<file path="src/hw/rtl/idba_pkg.sv">
// Shared types, constants and bit search functions for the id bitmap allocator.
package idba_pkg;

    localparam int MAP_WORDS = 64;
    localparam int WORD_BITS = 64;
    localparam int WORD_W    = $clog2(MAP_WORDS);
    localparam int BIT_W     = $clog2(WORD_BITS);
    localparam int CMD_W     = 2;
    localparam int ID_W      = 12;
    localparam int STATUS_W  = 2;

    localparam logic [WORD_BITS-1:0] WORD_ONES = '1;

    typedef enum logic [CMD_W-1:0] {
        CMD_ALLOC = 2'd0,
        CMD_FREE  = 2'd1,
        CMD_MARK  = 2'd2
    } t_cmd;

    typedef enum logic [STATUS_W-1:0] {
        ST_OK          = 2'd0,
        ST_FULL        = 2'd1,
        ST_DOUBLE_FREE = 2'd2,
        ST_IN_USE      = 2'd3
    } t_status;

    typedef enum logic {
        S_IDLE = 1'b0,
        S_MOD  = 1'b1
    } t_state;

    typedef struct packed {
        logic                 en;
        logic [WORD_W-1:0]    addr;
        logic [WORD_BITS-1:0] data;
    } t_map_wr;

    typedef struct packed {
        logic              en;
        logic [WORD_W-1:0] addr;
        logic              nonzero;
    } t_sum_upd;

    function automatic logic [BIT_W-1:0] ffs_word(input logic [WORD_BITS-1:0] v);
        logic [BIT_W-1:0] idx;
        idx = '0;
        for (int i = WORD_BITS - 1; i >= 0; i--) begin
            if (v[i]) begin
                idx = BIT_W'(i);
            end
        end
        return idx;
    endfunction

    function automatic logic [WORD_W-1:0] ffs_map(input logic [MAP_WORDS-1:0] v);
        logic [WORD_W-1:0] idx;
        idx = '0;
        for (int i = MAP_WORDS - 1; i >= 0; i--) begin
            if (v[i]) begin
                idx = WORD_W'(i);
            end
        end
        return idx;
    endfunction

endpackage

</file>
<file path="src/hw/rtl/idba_summary.sv">
// Summary vector of nonzero bitmap words and search for the first one.
module idba_summary (
    input  logic                        i_clk,
    input  logic                        i_rst_n,
    input  idba_pkg::t_sum_upd          i_upd,
    output logic                        o_any,
    output logic [idba_pkg::WORD_W-1:0] o_first
);

    logic [idba_pkg::MAP_WORDS-1:0] r_nonzero;

    always_ff @(posedge i_clk) begin
        if (!i_rst_n) begin
            r_nonzero <= '1;
        end else if (i_upd.en) begin
            r_nonzero[i_upd.addr] <= i_upd.nonzero;
        end
    end

    assign o_any   = |r_nonzero;
    assign o_first = idba_pkg::ffs_map(r_nonzero);

endmodule

</file>
<file path="config.mk">
export PLATFORM = sky130hd
export DESIGN_NAME = idba_summary
export DESIGN_NICKNAME = d
export VERILOG_FILES = /design/src/hw/rtl/idba_pkg.sv /design/src/hw/rtl/idba_summary.sv
export SDC_FILE = /design/constraint.sdc
export NUM_CORES = 1
export LEC_CHECK = 0
export BUFFER_PORTS_ARGS = -buffer_cell sky130_fd_sc_hd__buf_4
export CAP_MARGIN = 0
export CORE_MARGIN = 2
export CORE_UTILIZATION = 35
export CTS_BUF_LIST = sky130_fd_sc_hd__clkbuf_8
export CTS_CLUSTER_DIAMETER = 200
export DETAILED_ROUTE_END_ITERATION = 10
export GPL_TIMING_DRIVEN = 0
export PLACE_DENSITY = 0.59
export SKIP_LAST_GASP = 1
export SLEW_MARGIN = 20
export SYNTH_ARGS = -nofsm -noshare
export SYNTH_HDL_FRONTEND = slang
export SYNTH_SLANG_ARGS = --single-unit
</file>
<file path="constraint.sdc">
create_clock -name i_clk -period 1.8 [get_ports i_clk]
set_input_delay 0.36 -clock i_clk [delete_from_list [all_inputs] [get_ports i_clk]]
set_output_delay 0.36 -clock i_clk [all_outputs]
set_load 0.03 [all_outputs]
</file>
==> run summary <==
Largest regs: r_nonzero (64)
Via count: 3674
Worst skew pair latency: 0.35 ns
Status: finished with violations
Final WL: 11400 um
Die Y: 103 um
Num CTS Buffers: 9
Num ports: 17
Antenna cells: 0
Crit end category: output pin
Clock transition at path regs: 0.08 ns
Sequential-to-total area share from yosys stat: 37.2%
CP arrival: 2.08 ns
Area after DPL: 0.00376 sq mm
Max reg flops: 64
Cell row count: 36
Gate Count Post-Synth: 444
Port Buf Inserts: 12
Antenna Nets Post-Route: 0
Post-CTS Hold Buffers: 0
Top cells by count, synth: o21ai_0 (66), dfxtp_1 (64), a21oi_1 (38), nor2_1 (32), o311ai_0 (32)
Post-Syn Area: 0.00345 sq mm
Final Slew Violations: 0
H-Tree Depth: 3
Failing checks: negative setup slack
Critical Path End: o_first[1]
Yosys warning count: 0
Final HPWL DP: 8080 um
R2r setup slk: 0.94 ns
Total track usage: 22.6%
Total Power: 0.00350 W
Share of cells above drive strength 1: 18.3%
Top cells by area, synth: dfxtp_1 (37%), o21ai_0 (9.6%), o311ai_0 (8.1%)
Drt drc: 0
Setup-failing EPs final: 7
First-pass GRT wire length: 18300 um
Leakage: 1.52 nW
Hold WC Path Type: in2reg
Max-cap violations: 0
Comb power frac: 5.6%
Die width: 103 um
Synth unique cells: 44
Via/cell ratio: 6.03
FF-to-FF Start: r_nonzero[23]$_SDFFE_PN1P_
1st-iter DRT viols: 294
Initial antenna violation count: 0
Worst EP required: 1.44 ns
Area growth syn-to-layout: 24.1%
Max Freq: 0.410 GHz
Sw Ratio: 21.4%
Nets: 481
Switch Pwr: 0.000748 W
Initial core utilization: 35.6%
Core Util, Final: 44.2%
Root buffer cell: clkbuf_8
Period minus WS final: 2.44 ns
Final Hold Viols: 0
Worst R2R Path Depth: 3
Clock Sinks: 64
Share of the synthesized area in the top cell type: 37.2%
Unrepaired setup endpoints after global routing: true
Critical path origin: r_nonzero[13]$_SDFFE_PN1P_
Internal power: 0.00275 W
Biggest area consumer among synthesized cells: dfxtp_1
Largest Register: r_nonzero
R2R Path End: r_nonzero[23]$_SDFFE_PN1P_
Die area: 0.0107 sq mm
Asr flop ratio synth: 0%
WHS: 0.411 ns
Power density of the placed cells: 817 mW/mm^2
Finished Cell Area: 0.00428 sq mm
VDD IR max: 0.000526 V
Most common cell in the synthesized netlist: o21ai_0
Largest net degree at the start of global routing: 12
Total grt overflow: 0
Top FF cell, synth: dfxtp_1
Critical path fanouts, max: 5
Routed WL per cell: 18.8 um
Clock Tree Buf Depth: 2
Detailed Routing Iterations Pass 1: 5
Worst slew pin tran: 0.892 ns
Reg power frac: 41.0%
Startpoint Class: register
Crit path kind: reg2out
Post-synth EDFFs: 0
Core Area: 0.00968 sq mm
GPL Wtd Cong: 0.904
Final worst slack: -0.638 ns
Final period utilization: 135%
Max Clock Skew: 0 ns
Slew margin rel.: 40.3%
CTS tree: yes
Clk network pwr share: 53.4%
Register bit count reported by yosys: 64
Syn_nets: 454
Vias in the first global route: 3412
Setup WS pre-CTS: -0.440 ns
Avg Inst Size Synth: 7.76 sq um
[layout by cell type, fill, tap and decap left out, types with 9 or more instances in the layout]
cell and count:
inv_1 11, nand3_1 9, clkbuf_8 11, nor3_1 15, a21oi_1 37, o21ai_0 63
and3_1 20, dfxtp_1 58, nor4_1 17, nor2_1 28, nand2_1 19, buf_4 13
clkbuf_1 21, o311ai_0 29
[layout make-up]
cell class              instances  area (sq um)
repair buffers                 16           131
plain buffers                  33           140
well taps                     133           166
fillers                       956          5410
clock inverters                 5           150
flip-flops and latches         64          1290
multi-input cells             336          2210
inverters                      11          41.3
clock buffers                  11           151
[worst min path at each step]
stage                     slack (ns)                         end  cells after the start                       start
after floorplan                 0.49  r_nonzero[52]$_SDFFE_PN1P_                      2  r_nonzero[52]$_SDFFE_PN1P_
after global placement          0.52  r_nonzero[49]$_SDFFE_PN1P_                      2  r_nonzero[49]$_SDFFE_PN1P_
after detailed placement        0.53  r_nonzero[52]$_SDFFE_PN1P_                      2  r_nonzero[52]$_SDFFE_PN1P_
after CTS                       0.40  r_nonzero[55]$_SDFFE_PN1P_                      4                    i_upd[1]
after global routing            0.46  r_nonzero[55]$_SDFFE_PN1P_                      4                    i_upd[1]
final                           0.41  r_nonzero[55]$_SDFFE_PN1P_                      4                    i_upd[1]
[power groups by stage]
stage | sequential (W) | combinational [W] | clock [W]
after floorplan | 0.00146 | 0.000115 | 0
after global placement | 0.00147 | 0.000184 | 0
after detailed placement | 0.00147 | 0.000187 | 0
after CTS | 0.00143 | 0.000189 | 0.00188
after global routing | 0.00143 | 0.000211 | 0.00193
final | 0.00143 | 0.000195 | 0.00187
[kinds of logic (layout without fill, tap and decap cells)]
| group | Yosys count | after routing | share of synthesized area [%] |
|---|---|---|---|
| mux | 5 | 5 | 1.45 |
| simple gates | 169 | 169 | 26.9 |
| flops | 64 | 64 | 37.2 |
| buf+inv | 44 | 76 | 5.26 |
| compound gates | 162 | 162 | 29.2 |
[layer usage]
layer | vias to the layer above | GRT usage (%) | share of wire [%]
met5 | - | 0 | 0
met4 | 0 | 7.59 | 2.6
met3 | 27 | 5.11 | 5.0
met2 | 118 | 36.4 | 47
met1 | 1775 | 30.1 | 46
li1 | 1754 | - | -
[metrics by stage]
stage	std cells	TNS, ns
floorplan	444	-0.543
global placement	589	-5.52
detailed placement	589	-6.26
CTS	608	-4.16
global route	609	-4.66
finish	609	-4.18
[worst max-delay path, cell delays in order, from the launching register on]
cell      delay (ns)
dfxtp_1         0.38
nor2_1          0.21
a211oi_1        0.12
o311ai_1        0.48
o21ai_1         0.22
nor2_2          0.17
buf_6           0.14
[timing repair]
action,CTS,global route
resized for setup,34,11
setup buffers,3,1
endpoints found under the setup margin,7,9
hold endpoints to repair,0,0
pin swaps,12,3
Note: power is estimated with default switching activity, not from simulation.
